[config.mk]
export PLATFORM = sky130hd
export DESIGN_NAME = fwrs_front
export DESIGN_NICKNAME = d
export VERILOG_FILES = /design/src/rtl/core/fwrs_pkg.sv /design/src/rtl/core/fwrs_front.sv
export SDC_FILE = /design/constraint.sdc
export NUM_CORES = 1
export LEC_CHECK = 0
export ABC_AREA = 1
export BUFFER_PORTS_ARGS = -buffer_cell sky130_fd_sc_hd__clkbuf_2
export CAP_MARGIN = 20
export CORE_UTILIZATION = 40
export CTS_BUF_LIST = sky130_fd_sc_hd__clkbuf_16
export DETAILED_ROUTE_END_ITERATION = 7
export GPL_TIMING_DRIVEN = 0
export PLACE_DENSITY = 0.62
export SLEW_MARGIN = 20
export SYNTH_ARGS = -nofsm -noshare
export SYNTH_HDL_FRONTEND = slang
export SYNTH_SLANG_ARGS = --single-unit
export TNS_END_PERCENT = 10
[constraint.sdc]
create_clock -name clk -period 22.7 [get_ports clk]
set_input_delay 2.27 -clock clk [delete_from_list [all_inputs] [get_ports clk]]
set_output_delay 2.27 -clock clk [all_outputs]
set_load 0.05 [all_outputs]
[src/rtl/core/fwrs_pkg.sv]
// Shared types and constants for the flow window rate summary block.
`timescale 1ns / 1ps

package fwrs_pkg;

  localparam int MAX_WINDOWS_DEF = 64;
  localparam int CNT_W           = 11;
  localparam int QDEPTH          = 2;
  localparam int CFG_IDX_W       = 1;

  localparam logic [CFG_IDX_W-1:0] CFG_RATE_SCALE = 1'b0;
  localparam logic [CFG_IDX_W-1:0] CFG_MAX_GAP    = 1'b1;

  localparam logic [31:0] RATE_SCALE_RST = 32'd1000;

  typedef enum logic [2:0] {
    ST_OK            = 3'd0,
    ST_NO_EVIDENCE   = 3'd1,
    ST_INVERTED      = 3'd2,
    ST_ZERO_LENGTH   = 3'd3,
    ST_ZERO_DURATION = 3'd4,
    ST_OVERFLOW      = 3'd5
  } status_t;

  typedef struct packed {
    logic [63:0] span_begin;
    logic [63:0] span_end;
    logic [63:0] win_bytes;
    logic [2:0]  svc_class;
    logic [1:0]  protection;
    logic        priority_known;
    logic        gap_seen_before;
    logic        flow_completed;
    logic [63:0] windows_dropped;
    logic        no_samples;
    logic        last_window;
  } item_t;

  typedef struct packed {
    logic [2:0]       status;
    logic             contiguous;
    logic             gap_found;
    logic             completed;
    logic             all_known;
    logic [63:0]      observed_begin;
    logic [63:0]      span_ticks;
    logic [63:0]      retained_bytes;
    logic [63:0]      avg_rate;
    logic [63:0]      peak_rate;
    logic [CNT_W-1:0] window_total;
    logic [63:0]      dropped_count;
  } result_t;

  typedef enum logic {
    KIND_WINDOW = 1'b0,
    KIND_EMPTY  = 1'b1
  } item_kind_t;

  // Classified queue entry: kind and window length are settled at the front
  typedef struct packed {
    item_kind_t  kind;
    logic [63:0] len;
    item_t       item;
  } q_entry_t;

  typedef struct packed {
    logic        start;
    logic [63:0] a;
    logic [31:0] b;
    logic [63:0] d;
  } div_req_t;

  typedef struct packed {
    logic        idle;
    logic        done;
    logic        ovf;
    logic [63:0] q;
  } div_resp_t;

  typedef enum logic [2:0] {
    DV_IDLE,
    DV_MLO,
    DV_MHI,
    DV_CHK,
    DV_RUN,
    DV_DONE
  } div_state_t;

  typedef enum logic [2:0] {
    BK_IDLE,
    BK_PEAK,
    BK_FINAL,
    BK_SUST,
    BK_EMIT
  } back_state_t;

endpackage

[src/rtl/core/fwrs_front.sv]
// Front end: accepts items, classifies them and queues them for the back end.
`timescale 1ns / 1ps

module fwrs_front
  import fwrs_pkg::*;
(
  input  logic     clk,
  input  logic     rst,
  input  logic     push,
  output logic     full,
  input  item_t    item,
  output logic     q_valid,
  output q_entry_t head,
  input  logic     q_pop
);

  localparam int PTR_W = (QDEPTH > 1) ? $clog2(QDEPTH) : 1;
  localparam int CNT_QW = $clog2(QDEPTH + 1);

  q_entry_t          mem [QDEPTH];
  logic [PTR_W-1:0]  wr_ptr;
  logic [PTR_W-1:0]  rd_ptr;
  logic [CNT_QW-1:0] count;
  q_entry_t          entry;
  logic              do_push;
  logic              do_pop;

  // Classify the incoming transaction and work out its window length
  always_comb begin
    entry.item = item;
    entry.kind = item.no_samples ? KIND_EMPTY : KIND_WINDOW;
    entry.len  = (item.span_end > item.span_begin) ? (item.span_end - item.span_begin) : 64'd0;
  end

  assign full    = (count == CNT_QW'(QDEPTH));
  assign q_valid = (count != '0);
  assign head    = mem[rd_ptr];
  assign do_push = push && !full;
  assign do_pop  = q_pop && q_valid;

  // Store the entry
  always_ff @(posedge clk) begin
    if (do_push) begin
      mem[wr_ptr] <= entry;
    end
  end

  // Advance pointers and occupancy
  always_ff @(posedge clk) begin
    if (rst) begin
      wr_ptr <= '0;
      rd_ptr <= '0;
      count  <= '0;
    end else begin
      if (do_push) begin
        wr_ptr <= wr_ptr + 1'b1;
      end
      if (do_pop) begin
        rd_ptr <= rd_ptr + 1'b1;
      end
      if (do_push && !do_pop) begin
        count <= count + 1'b1;
      end else if (do_pop && !do_push) begin
        count <= count - 1'b1;
      end
    end
  end

endmodule

Word-level counts from Yosys, hierarchy flattened
Memory sizes are Yosys's and may differ from the RTL's. A register that Yosys moved wholly into a read port is not among the register bits. Index checks and enable logic that the tools add are counted.

Register bits after elaboration: 4. Bits in writable memories: 662. Bits of input ports: 270. Output and inout port bits: 333. Logic and storage cells: 28. Memories kept: 1.

Memory list: mem (words 2, width 331, read ports 1, clocked after memory_dff 1, wr ports 1, RTL line fwrs_front.sv:20) `q_entry_t mem [QDEPTH];`.

$add $sub $neg: 5. Order comparisons: 1. Eq/ne operators: 1. Mux-type cells: 8. Reductions and logical operators: 9.

Operator list (number): > comparator 64 bit (1); two-way mux 64 bit (1); subtractor 64 bit (1); two-way mux 1 bit (5); logical AND 1 bit (4); two-way mux 2 bit (2); nonzero test 2 bit (2); logical NOT 1 bit (3); adder 1 bit (second input constant) (2); adder 2 x 1 -> 2 bit (second input constant) (1); equality test 2 bit (second input constant) (1); subtractor 2 x 1 -> 2 bit (second input constant) (1).

Longest topological paths before layout
Depth after elaboration: 7. Depth in mapped cells: 17. Gate-level depth less buffers: 17.

Least setup slack after synthesis
OpenSTA, ideal clock, no wires.

Path kind: input-to-reg. Start: input port push. End: memory mem[1][0] (netlist name) (enable). Library setup time: 1031 ps. Arrival time: 16090 ps. Required time: 21669 ps. Path slack: 5579 ps. Stages: 2. Buffers on the path: 0. Cells stage by stage: o21ai_0 nor2_1.

Word-level cells in the longest chain between the ends: 3.

RTL lines: start, declared (RTL line fwrs_front.sv:9) `input logic push,`; logical AND 1 bit (RTL line fwrs_front.sv:38) `assign do_push = push && !full;`; two-way mux 1 bit (RTL line fwrs_front.sv:43) `if (do_push) begin`; two-way mux 1 bit (implied by the code) (RTL line fwrs_front.sv:44) `mem[wr_ptr] <= entry;`; end, declared (RTL line fwrs_front.sv:20).

Every way passes these cells.

==> run metrics <==
Max VDD drop 73.8 uV; Detail Route Antenna Nets 0; largest net degree at the start of global routing 26; Avg WL per Cell 19.6 um; die extent in x 279 um; Crit Path Class flop to output port; FF+latch count, synth 665; Hold/Removal Path Class flop to flop; Synth Area per Inst 12.5 um^2; Post-DP HPWL 66.0 mm; total core area 75900 um^2; CTS tree built; r2r endpoint mem[0][244]; worst setup path end head[114]; Slew Viols, Final 0; Power Total 0.00435 W; cts repair resizes 0; first-pass GRT wire length 122 mm; number of I/O pins 603; # DRC 0; Gate power share 36.4%; top cell type's share of synthesized area 64.6%; critical path required time 20.43 ns; total iterations of the first detailed-routing run 7; Fill cells 6744; final setup vio count 0; initial core utilization 40.4%; Setup Fix Bufs, Post-CTS 0; Max Clk Rate 190 MHz; Placement Cell Area 35700 um^2; synth unique cells 36; Worst Path Max Fanout 10; Critical R2R Launch count[1]; fin util 50.2%; port bufs 602; Slew headroom 33.5%; Final Instance Area 38200 um^2; final hold vios 0; PD cells 114 nW/um^2; clk_lat worst skew 0.63 ns; area grow syn2layout 24.4%; RSZ-0062 raised after global routing no; # hold bufs at CTS 0; Seq/Total Area, Yosys 64.9%; crit end category output port; Sw Pwr 0.00168 W; Max Cap Viol 0; Yosys top cell by area edfxtp_1; via count 20000; Pleak 16.3 nW; DR iter-0 viols 1219; Root Driver clkbuf_16; Longest Clk Path Bufs 3; Clock Skews 0.0291 ns; final worst-path cycle share 23.2%; Area contributors post-synth edfxtp_1 (65%), mux2_2 (12%), nand2_1 (7.2%); mapped cell area 30700 um^2; Congestion Overflow GR 0; outcome completed; Worst R2R Path Depth 8; worst hold slack 0.487 ns; Critical Path AT 2.99 ns; startpoint types flop; flop-to-flop setup slack 19.98 ns; sw frac 38.6%; Total Neg Setup Slack 0 ns; Cells after Synth 2453; nets 3499; min Tclk post-route 5.26 ns; Sink Count 665; DIE AREA 77800 um^2; Clock transition at path regs 0.06 ns; total track usage 21.1%; placer congestion estimate 0.945; DIE HEIGHT 279 um; Post-Syn Nets 2789; final wirelength 83.6 mm; Rows 101; internal power 0.00267 W; cts bufs inserted 74; H-Tree Level Count 3; layout cell share with drive strength beyond 1 37.9%; Slew @ Worst Pin 0.998 ns; vias in the first global route 19700; via-per-instance ratio 4.70; Seq pwr share 36.7%; synth warn 0; antenna violations before repair 9; clock power share 27.0%
-- worst min path at each step --
| stage | end | cells past startpoint | slack [ns] | from |
|---|---|---|---|---|
| after floorplan | flop | 2 | 0.45 | rd_ptr |
| after global placement | rd_ptr | 2 | 0.48 | rd_ptr |
| after detailed placement | rd_ptr | 2 | 0.48 | rd_ptr |
| after CTS | rd_ptr | 2 | 0.49 | rd_ptr |
| after global routing | flop | 2 | 0.51 | rd_ptr |
| final | rd_ptr | 2 | 0.49 | rd_ptr |
-- cells in the final DEF, fill, tap and decap left out, types with 32 or more instances in the layout --
| master | synthesis | layout |
|---|---|---|
| xnor2_1 | 32 | 32 |
| clkbuf_2 | 0 | 604 |
| a21oi_1 | 48 | 48 |
| inv_1 | 364 | 374 |
| clkbuf_16 | 0 | 75 |
| edfxtp_1 | 660 | 660 |
| mux2_2 | 330 | 330 |
| nor2_1 | 109 | 107 |
| nor2_2 | 42 | 42 |
| nand2_1 | 590 | 590 |
| nor2_4 | 31 | 33 |
| nand3_1 | 33 | 33 |
| ha_1 | 65 | 65 |
-- routing by layer --
| metal | up-vias | wire (um) | GRT usage [%] | part of all wire (%) |
|---|---|---|---|---|
| li1 | 9740 | - | - | - |
| met1 | 9527 | 33500 | 25.1 | 40 |
| met2 | 619 | 42000 | 37.4 | 50 |
| met3 | 119 | 5840 | 5.23 | 7.0 |
| met4 | 2 | 2220 | 6.73 | 2.7 |
| met5 | - | 13 | 0 | 0.016 |
-- cell families after synthesis --
logic type / Yosys count / synth area share [%]
AO/OA/AOI/OAI: 60 / 1.01
multiplexers: 330 / 12.1
buffers and inverters: 419 / 5.48
flip-flops: 665 / 64.9
adder cells (fa/ha/maj): 66 / 2.72
AND/OR/NAND/NOR: 880 / 12.8
XOR/XNOR: 33 / 0.942
-- power by group through the flow --
stage	logic, W	clock network, W	registers (W)
floorplan	0.00114	0	0.00172
global route	0.00166	0.00125	0.00161
finish	0.00158	0.00117	0.00160
global placement	0.00153	0	0.00180
CTS	0.00160	0.00120	0.00160
detailed placement	0.00159	0	0.00162
-- worst max-delay path, stage by stage (launching register included) --
cell      delay (ns)
dfxtp_1         0.30
clkbuf_1        0.30
clkbuf_1        0.55
clkbuf_1        0.55
mux2_2          0.41
clkbuf_2        0.25
-- state kept, by name (all words and copies together) (netlist names), named ones only --
| register | cells |
|---|---|
| mem | 660 |
| count | 2 |
| rd_ptr | 1 |
| wr_ptr | 1 |
-- final cells by class --
cell class / instances / area (um^2) / share of cell area, %
sequential: 665 / 19900 / 52.2
multi-input combinational: 1369 / 9090 / 23.8
timing repair buffer: 634 / 3750 / 9.82
clock buffer: 75 / 1880 / 4.92
inverter: 375 / 1410 / 3.69
tap: 1030 / 1290 / 3.38
clock inverter: 61 / 537 / 1.41
buffer: 44 / 277 / 0.725
antenna: 2 / 5.00 / 0.0131
-- metrics by stage --
step / setup WS (ns) / std cells
final: 17.44 / 4255
after CTS: 17.27 / 4253
after detailed placement: 17.84 / 4117
after global routing: 17.24 / 4254
after global placement: -3.31 / 4085
after floorplan: 5.58 / 2453
-- cells in the mapped netlist, drive strengths merged --
master / number
dfxtp: 5
nor4: 1
nand3b: 24
inv: 375
xnor2: 32
nor3: 19
o21bai: 1
fa: 1
o21a: 1
nand3: 34
mux2: 330
or2: 1
ha: 65
buf: 36
nor2: 182
edfxtp: 660
o21ai: 9
nand2: 610
clkbuf: 8
xor2: 1
a21oi: 49
nand4: 9
Note: power is estimated with default switching activity, not from simulation.
