===== src/rtl/core/fwrs_pkg.sv =====
// Shared types and constants for the flow window rate summary block.
`timescale 1ns / 1ps

package fwrs_pkg;

  localparam int MAX_WINDOWS_DEF = 64;
  localparam int CNT_W           = 11;
  localparam int QDEPTH          = 2;
  localparam int CFG_IDX_W       = 1;

  localparam logic [CFG_IDX_W-1:0] CFG_RATE_SCALE = 1'b0;
  localparam logic [CFG_IDX_W-1:0] CFG_MAX_GAP    = 1'b1;

  localparam logic [31:0] RATE_SCALE_RST = 32'd1000;

  typedef enum logic [2:0] {
    ST_OK            = 3'd0,
    ST_NO_EVIDENCE   = 3'd1,
    ST_INVERTED      = 3'd2,
    ST_ZERO_LENGTH   = 3'd3,
    ST_ZERO_DURATION = 3'd4,
    ST_OVERFLOW      = 3'd5
  } status_t;

  typedef struct packed {
    logic [63:0] span_begin;
    logic [63:0] span_end;
    logic [63:0] win_bytes;
    logic [2:0]  svc_class;
    logic [1:0]  protection;
    logic        priority_known;
    logic        gap_seen_before;
    logic        flow_completed;
    logic [63:0] windows_dropped;
    logic        no_samples;
    logic        last_window;
  } item_t;

  typedef struct packed {
    logic [2:0]       status;
    logic             contiguous;
    logic             gap_found;
    logic             completed;
    logic             all_known;
    logic [63:0]      observed_begin;
    logic [63:0]      span_ticks;
    logic [63:0]      retained_bytes;
    logic [63:0]      avg_rate;
    logic [63:0]      peak_rate;
    logic [CNT_W-1:0] window_total;
    logic [63:0]      dropped_count;
  } result_t;

  typedef enum logic {
    KIND_WINDOW = 1'b0,
    KIND_EMPTY  = 1'b1
  } item_kind_t;

  // Classified queue entry: kind and window length are settled at the front
  typedef struct packed {
    item_kind_t  kind;
    logic [63:0] len;
    item_t       item;
  } q_entry_t;

  typedef struct packed {
    logic        start;
    logic [63:0] a;
    logic [31:0] b;
    logic [63:0] d;
  } div_req_t;

  typedef struct packed {
    logic        idle;
    logic        done;
    logic        ovf;
    logic [63:0] q;
  } div_resp_t;

  typedef enum logic [2:0] {
    DV_IDLE,
    DV_MLO,
    DV_MHI,
    DV_CHK,
    DV_RUN,
    DV_DONE
  } div_state_t;

  typedef enum logic [2:0] {
    BK_IDLE,
    BK_PEAK,
    BK_FINAL,
    BK_SUST,
    BK_EMIT
  } back_state_t;

endpackage


===== src/rtl/core/fwrs_back.sv =====
// Back end: folds windows into running state, drives the divider, holds the result.
`timescale 1ns / 1ps

module fwrs_back
  import fwrs_pkg::*;
#(
  parameter int MAX_WINDOWS = MAX_WINDOWS_DEF
) (
  input  logic        clk,
  input  logic        rst,
  input  logic        q_valid,
  input  q_entry_t    head,
  output logic        q_pop,
  input  logic [31:0] rate_scale,
  input  logic [63:0] gap_limit,
  output div_req_t    div_req,
  input  div_resp_t   div_resp,
  output logic        empty,
  input  logic        pop,
  output result_t     result
);

  back_state_t      state;
  back_state_t      state_next;
  logic [63:0]      first_begin;
  logic [63:0]      previous_end;
  logic [63:0]      byte_sum;
  logic [63:0]      peak_so_far;
  logic [CNT_W-1:0] window_counter;
  logic             adjoining_flag;
  logic             gap_flag;
  logic             zero_length_flag;
  item_t            cur;
  result_t          res;
  result_t          out_res;
  logic             out_valid;
  logic             out_free;
  logic             clear_now;

  item_t            h;
  logic [63:0]      fb_new;
  logic             adj_new;
  logic             gap_new;
  logic [64:0]      sum_wide;
  logic [63:0]      sum_sat;
  logic [63:0]      rate_val;
  logic [63:0]      duration;
  logic [2:0]       final_status;
  logic             gap_any;
  result_t          empty_res;
  result_t          err_res;
  result_t          ok_res;

  // Fold the head window into the running state
  always_comb begin
    h        = head.item;
    fb_new   = (window_counter == '0) ? h.span_begin : first_begin;
    adj_new  = adjoining_flag;
    gap_new  = gap_flag;
    if (window_counter != '0) begin
      if (h.span_begin != previous_end) begin
        adj_new = 1'b0;
      end
      if ((gap_limit != 64'd0) && (h.span_begin > previous_end) &&
          ((h.span_begin - previous_end) > gap_limit)) begin
        gap_new = 1'b1;
      end
    end
    sum_wide = {1'b0, byte_sum} + {1'b0, h.win_bytes};
    sum_sat  = sum_wide[64] ? '1 : sum_wide[63:0];
    rate_val = div_resp.ovf ? '1 : div_resp.q;
  end

  // Final checks and the three result shapes
  always_comb begin
    duration = cur.span_end - first_begin;
    if (cur.span_end < first_begin) begin
      final_status = ST_INVERTED;
    end else if (zero_length_flag) begin
      final_status = ST_ZERO_LENGTH;
    end else if (duration == 64'd0) begin
      final_status = ST_ZERO_DURATION;
    end else begin
      final_status = ST_OK;
    end
    gap_any = cur.gap_seen_before || gap_flag;

    empty_res               = '0;
    empty_res.status        = ST_NO_EVIDENCE;
    empty_res.completed     = h.flow_completed;
    empty_res.dropped_count = h.windows_dropped;

    err_res                 = '0;
    err_res.status          = (state == BK_SUST) ? ST_OVERFLOW : final_status;
    err_res.completed       = cur.flow_completed;
    err_res.dropped_count   = cur.windows_dropped;

    ok_res                = '0;
    ok_res.status         = ST_OK;
    ok_res.contiguous     = (window_counter >= CNT_W'(2)) && adjoining_flag && !gap_any;
    ok_res.gap_found      = gap_any;
    ok_res.completed      = cur.flow_completed;
    ok_res.all_known      = !gap_any && (cur.svc_class != 3'd0) &&
                            (cur.protection != 2'd0) && cur.priority_known;
    ok_res.observed_begin = first_begin;
    ok_res.span_ticks     = duration;
    ok_res.retained_bytes = byte_sum;
    ok_res.avg_rate       = div_resp.q;
    ok_res.peak_rate      = peak_so_far;
    ok_res.window_total   = window_counter;
    ok_res.dropped_count  = cur.windows_dropped;
  end

  assign out_free = !out_valid || pop;
  assign empty    = !out_valid;
  assign result   = out_res;

  // Next state, queue pop and divider requests
  always_comb begin
    state_next  = state;
    q_pop       = 1'b0;
    clear_now   = 1'b0;
    div_req     = '0;
    div_req.b   = rate_scale;
    div_req.a   = h.win_bytes;
    div_req.d   = head.len;
    case (state)
      BK_IDLE: if (q_valid) begin
        q_pop = 1'b1;
        if (head.kind == KIND_EMPTY) begin
          clear_now  = 1'b1;
          state_next = BK_EMIT;
        end else if (head.len != 64'd0) begin
          div_req.start = 1'b1;
          state_next    = BK_PEAK;
        end else if (h.last_window) begin
          state_next = BK_FINAL;
        end
      end
      BK_PEAK: if (div_resp.done) begin
        state_next = cur.last_window ? BK_FINAL : BK_IDLE;
      end
      BK_FINAL: begin
        if (final_status != ST_OK) begin
          clear_now  = 1'b1;
          state_next = BK_EMIT;
        end else begin
          div_req.start = 1'b1;
          div_req.a     = byte_sum;
          div_req.d     = duration;
          state_next    = BK_SUST;
        end
      end
      BK_SUST: if (div_resp.done) begin
        clear_now  = 1'b1;
        state_next = BK_EMIT;
      end
      BK_EMIT: if (out_free) begin
        state_next = BK_IDLE;
      end
      default: state_next = BK_IDLE;
    endcase
  end

  always_ff @(posedge clk) begin
    if (rst) begin
      state <= BK_IDLE;
    end else begin
      state <= state_next;
    end
  end

  // Running state, result capture and output register
  always_ff @(posedge clk) begin
    if (rst) begin
      out_valid        <= 1'b0;
      first_begin      <= '0;
      previous_end     <= '0;
      byte_sum         <= '0;
      peak_so_far      <= '0;
      window_counter   <= '0;
      adjoining_flag   <= 1'b1;
      gap_flag         <= 1'b0;
      zero_length_flag <= 1'b0;
    end else begin
      // Load the output register when it frees up, otherwise drop it on pop
      if ((state == BK_EMIT) && out_free) begin
        out_valid <= 1'b1;
      end else if (pop && out_valid) begin
        out_valid <= 1'b0;
      end
      case (state)
        BK_IDLE: if (q_valid) begin
          cur <= h;
          if (head.kind == KIND_EMPTY) begin
            res <= empty_res;
          end else begin
            first_begin    <= fb_new;
            adjoining_flag <= adj_new;
            gap_flag       <= gap_new;
            byte_sum       <= sum_sat;
            previous_end   <= h.span_end;
            if (head.len == 64'd0) begin
              zero_length_flag <= 1'b1;
            end
            if (window_counter < CNT_W'(MAX_WINDOWS)) begin
              window_counter <= window_counter + 1'b1;
            end
          end
        end
        BK_PEAK: if (div_resp.done && (rate_val > peak_so_far)) begin
          peak_so_far <= rate_val;
        end
        BK_FINAL: if (final_status != ST_OK) begin
          res <= err_res;
        end
        BK_SUST: if (div_resp.done) begin
          res <= div_resp.ovf ? err_res : ok_res;
        end
        BK_EMIT: if (out_free) begin
          out_res <= res;
        end
        default: ;
      endcase
      // Drop the running state once a result is formed
      if (clear_now) begin
        first_begin      <= '0;
        previous_end     <= '0;
        byte_sum         <= '0;
        peak_so_far      <= '0;
        window_counter   <= '0;
        adjoining_flag   <= 1'b1;
        gap_flag         <= 1'b0;
        zero_length_flag <= 1'b0;
      end
    end
  end

  a_div_start_idle: assert property (@(posedge clk) disable iff (rst)
    div_req.start |-> div_resp.idle)
    else $error("divider started while busy");

  a_ok_has_duration: assert property (@(posedge clk) disable iff (rst)
    (out_valid && (out_res.status == ST_OK)) |-> (out_res.span_ticks != 64'd0))
    else $error("ok result with zero duration");

  a_err_fields_zero: assert property (@(posedge clk) disable iff (rst)
    (out_valid && (out_res.status != ST_OK)) |->
    ((out_res.avg_rate == 64'd0) && (out_res.window_total == '0)))
    else $error("error result carries rate fields");

  a_cnt_bound: assert property (@(posedge clk) disable iff (rst)
    window_counter <= CNT_W'(MAX_WINDOWS))
    else $error("window counter past its limit");

  a_pop_only_idle: assert property (@(posedge clk) disable iff (rst)
    q_pop |-> ((state == BK_IDLE) && q_valid))
    else $error("queue popped outside idle");

endmodule

===== config.mk =====
export PLATFORM = sky130hd
export DESIGN_NAME = fwrs_back
export DESIGN_NICKNAME = d
export VERILOG_FILES = /design/src/rtl/core/fwrs_pkg.sv /design/src/rtl/core/fwrs_back.sv
export SDC_FILE = /design/constraint.sdc
export NUM_CORES = 2
export LEC_CHECK = 0
export ABC_AREA = 0
export ABC_CLOCK_PERIOD_IN_PS = 77200
export BUFFER_PORTS_ARGS = -buffer_cell sky130_fd_sc_hd__buf_2
export CORE_AREA = 3 3 409 411
export CTS_CLUSTER_SIZE = 16
export DETAILED_ROUTE_END_ITERATION = 7
export DIE_AREA = 0 0 412 414
export GPL_TIMING_DRIVEN = 1
export PLACE_DENSITY = 0.58
export SYNTH_ARGS = -nofsm -noshare
export SYNTH_HDL_FRONTEND = slang
export SYNTH_SLANG_ARGS = --single-unit
export TNS_END_PERCENT = 5

===== constraint.sdc =====
create_clock -name clk -period 77.2 [get_ports clk]
set_input_delay 15.44 -clock clk [delete_from_list [all_inputs] [get_ports clk]]
set_output_delay 15.44 -clock clk [all_outputs]
set_load 0.01 [all_outputs]

# --- Word-level counts from Yosys, hierarchy flattened ---
# Index checks and enable logic that the tools add are counted.
classes:
  n_mul: 0
  add_sub_neg: 4
  div: 0
  eq_ne: 12
  order_cmp: 6
  n_shift: 0
  muxes: 39
  n_reduce_logical: 38
  bitwise_logic: 2
ops:
  columns: ["cell", "count"]
  rows:
  - ["two-way mux 402 bit", 5]
  - ["case mux 402 bit (3 select lines)", 1]
  - ["two-way mux 64 bit", 5]
  - ["> comparator 64 bit", 3]
  - ["zero test 64 bit", 2]
  - ["nonzero test 64 bit", 2]
  - ["subtractor 64 bit", 2]
  - ["adder 64 x 64 -> 65 bit", 1]
  - ["two-way mux 65 bit", 1]
  - ["< comparator 64 bit", 1]
  - ["!= test 64 bit", 1]
  - ["two-way mux 3 bit", 12]
  - ["case mux 3 bit (5 select lines)", 1]
  - ["AND reduction 5 bit", 3]
  - ["!= test 2 bit (second input constant)", 6]
  - ["AND reduction 4 bit", 3]
  - ["adder 11 x 1 -> 11 bit (second input constant)", 1]
  - [">= comparator 11 x 2 -> 1 bit (second input constant)", 1]
  - ["zero test 11 bit", 1]
  - ["< comparator 11 x 7 -> 1 bit (second input constant)", 1]
  - ["two-way mux 1 bit", 11]
  - ["nonzero test 11 bit", 1]
  - ["logical AND 1 bit", 10]
  - ["AND reduction 3 bit", 3]
  - ["16 further kinds", 23]
totals:
  mem_bits_ro: 0
  ram_bits: 0
  memories: 0
  register_bits: 1215
  input_bits: 498
  latch_bits: 0

# --- Longest topological paths before layout ---
depth:
  depth_word: 9
  ltp_mapped: 30
  ltp_nobuf: 30

# --- Least setup slack after synthesis ---
# No wires, ideal clock.
synth_path:
  kind: "input to register"
  from: "in rst"
  to: "reg out_res (netlist bit result[0]) (enable)"
  required_ns: 75.459
  arrival_time_ns: 44.694
  setup_slack_ns: 30.765
  setup_time_ns: 1.741
  path_buffers: 1
  stages: 2
  cell_sequence: "buf_1 -> nor3b_1"
synth_via:
  elab_chain_len: 2
synth_rtl:
  columns: ["item", "line", "text"]
  rows:
  - ["from (decl)", "fwrs_back.sv:10", "input logic rst,"]
  - ["NOT 1 bit (no source line)", null, null]
  - ["AND reduction 3 bit (no source line)", null, null]
  - ["to (signal assigned)", "fwrs_back.sv:221", "out_res <= res;"]
  - ["to (decl)", "fwrs_back.sv:35", "result_t out_res;"]
# Every way passes these cells.
# A chain may end at the register's enable or synchronous reset.

==> summary.md <==
| Metric | Value |
|---|---|
| Via density | around 5.2 |
| Maximum fanout along the worst path | 3 |
| Worst-Skew Late Latency | 800 ps |
| EDFF count, synth | between 900 and 1000 |
| Die span in x | roughly 410 um |
| Register area share after synthesis | about 58% |
| Fill cell instance count of the final layout | between 15000 and 20000 |
| Setup Total Neg Slack | 0 ps |
| Post-CTS setup buffer count | 0 |
| Count of placed standard cells in the final layout, fillers left out | 8352 |
| WL/cell | between 20 and 25 um |
| Number of routed nets with antenna violations | 0 |
| Final critical-path required period | roughly 34000 ps |
| Worst setup skew after layout | between 30 and 40 ps |
| Total leakage power | between 20 and 30 nW |
| Port buffer count | around 1000 |
| Share of layout cells above drive strength 1 | between 20% and 30% |
| Syn Nets | 5914 |
| Core Footprint | around 160000 sq um |
| Total number of vias | 43800 |
| Max Transition Viols Final | 0 |
| Leading register cell type out of synthesis | edfxtp_1 |
| Yosys cell types | 94 |
| Slew at the pin closest to its max-slew limit | 1130 ps |
| Final setup slack of the worst path | 42990 ps |
| Pre-CTS worst setup slack | 43060 ps |
| CTS max path bufs | 3 |
| Area taken by flip-flops and latches | ~34000 sq um |
| Final setup vio count | 0 |
| Wire length of the first global-routing pass | between 200000 and 300000 um |
| Resize count post-CTS | 0 |
| Routed WL | 207000 um |
| DRC violations left | 0 |
| Data arrival time of the worst path | 18770 ps |
| Cts-stage hold buffer count | 0 |
| Sink Count | about 1200 |
| Setup repair after global routing missed its margin | false |
| Period utilization | between 40% and 50% |
| Fin util | approximately 43% |
| Clock tree from TritonCTS | done |
| Final hold violations | 0 |
| Final global-route overflow total | 0 |
| Min Hold Slack | between 400 and 500 ps |
| Net count of the finished layout | 6850 |
| Number of synthesized register bits | ~1200 |
| Die Footprint | 171000 sq um |
| Number of warnings reported in the yosys synthesis log | 0 |
| CTS clock-pin slew for the worst setup and hold paths | approximately 60 ps |
| Cell area after technology mapping | slightly below 60000 sq um |
| Req. time, crit path | 61760 ps |
| Number of antenna violations at the first check in global routing | 43 |
| HP Class | flop to flop |
| Power per cell area | between 20 and 30 nW/um^2 |
| Launching element type of the critical path | input port |
| Total placed instance area | between 60000 and 70000 sq um |
| Peak supply drop | 0.0213 mV |
| Inserted Clock Buffers | around 140 |
| Post-synthesis to final-layout area growth | 19.4% |
| CTS H-tree lvls | 4 |
| Initial cell density of the core | a little over a third |
| Post-Syn Instances | 5090 |
| Last weighted congestion value of the routability-driven placer | just over 0.9 |
| PnR Total Power | 1.83 mW |
| Maximum number of pins on one net before global-route repair | 128 |
| Type of destination of the critical path | primary output |
| Iteration-0 DRC Markers | 3692 |
| Max cap viols | 0 |
| Proportion of register bits with asynchronous set or reset after synthesis | 0% |
| Area of the multi-input gates | roughly 22000 sq um |
| Cell Count Post-Placement | roughly 8000 |
| Post-DP HPWL | between 150000 and 200000 um |
| Global-route usage over all layers | approximately a quarter |
| Die H | between 400 and 500 um |
| Summed area of non-filler cells in the final layout | roughly 70000 sq um |
| Critical path start-end classification | input port to primary output |
| # rows | between 100 and 150 |
| I/O pin total | roughly 1100 |
| Mean post-synth cell area | roughly 12 sq um |
| Run status | finished clean |
| Clock tree root buffer cell | clkbuf_16 |
| Rel. slew slack | about a quarter |
| Pre-Repair DR Iteration Count | 5 |
| Upper clock frequency limit | 29.2 MHz |
| Via count of the first global-routing pass | 42100 |
[power by group]
part | internal [mW] | total [mW] | switching [mW]
registers | 0.740 | 0.762 | 0.0228
logic | 0.146 | 0.411 | 0.265
clock network | 0.371 | 0.657 | 0.286
total | 1.26 | 1.83 | 0.574
[final cells by class]
class / count / area share, %
clock inverters: 89 / 1.37
inverters: 316 / 1.70
diodes: 22 / 0.0787
multi-input cells: 3314 / 31.9
clock buffers: 164 / 5.10
repair buffers: 1043 / 7.68
well taps: 2189 / 3.91
flip-flops and latches: 1215 / 48.2
[cells in the final DEF (no fill, tap or decap), types with 59 or more instances in the layout]
cell,netlist,final
ha_1,323,323
nand2_1,418,417
a21oi_1,373,373
xnor2_1,98,98
nand4_1,80,80
and2_1,184,183
mux2_4,67,67
mux2_2,96,96
o22ai_1,59,59
nor2_1,472,470
buf_2,14,996
a211oi_1,90,90
o21ai_0,142,140
inv_1,316,316
dfxtp_1,274,274
edfxtp_1,941,941
clkbuf_16,0,137
or2_2,74,74
a21o_1,167,167
xor2_1,65,65
nor3_1,64,63
[final timing paths]
| check | startpoint | to | slack [ps] | depth (start not counted) |
|---|---|---|---|---|
| worst min register to register | res[127]$_DFFE_PP_ | result[127]$_DFFE_PP_ | 400 | 0 |
| worst max-delay path | head[282] | div_req[160] | 42990 | 7 |
| worst min-delay path | res[127]$_DFFE_PP_ | result[127]$_DFFE_PP_ | 400 | 0 |
| worst max register to register | first_begin[3]$_SDFFE_PP0P_ | res[378]$_DFFE_PP_ | 67770 | 18 |
[Yosys cell counts, drive strengths merged (148+ instances only)]
cell type / number / area [sq um]
and2: 184 / 1150
clkbuf: 156 / 586
ha: 323 / 4040
a21o: 168 / 1270
o21ai: 148 / 748
inv: 316 / 1190
mux2: 163 / 2090
a21oi: 376 / 1900
edfxtp: 941 / 28300
nor2: 472 / 1770
nand2: 418 / 1570
dfxtp: 274 / 5490
[critical path: stages]
cell      delay [ps]
buf_2            160
nor4_1           960
nand4_1          630
nor4_2           970
nand2b_1         240
nand2_1          130
buf_2            210
[state kept, by name, summed over array words and instances, names as in the netlist]
signal            cells
adjoining_flag        1
res                 402
previous_end         64
peak_so_far          64
zero_length_flag      1
cur                 137
window_counter       11
state                 3
gap_flag              1
result              402
first_begin          64
out_valid             1
byte_sum             64
[per-layer routing]
metal | wire length, um | GRT usage [%] | vias to the layer above
li1 | - | - | 20400
met2 | 96900 | 38.3 | 1684
met1 | 88800 | 31.0 | 21400
met3 | 12900 | 4.14 | 326
met5 | 48 | 0 | -
met4 | 8330 | 9.19 | 8
[cells by family after synthesis]
group | count (synthesis) | synth area share [%]
fa+ha+maj | 326 | 7.00
mux | 170 | 3.68
xor+xnor | 163 | 2.44
compound gates | 1091 | 12.1
buf+inv | 561 | 4.45
flops | 1215 | 57.6
simple gates | 1564 | 12.8
Note: power is estimated with default switching activity, not from simulation.
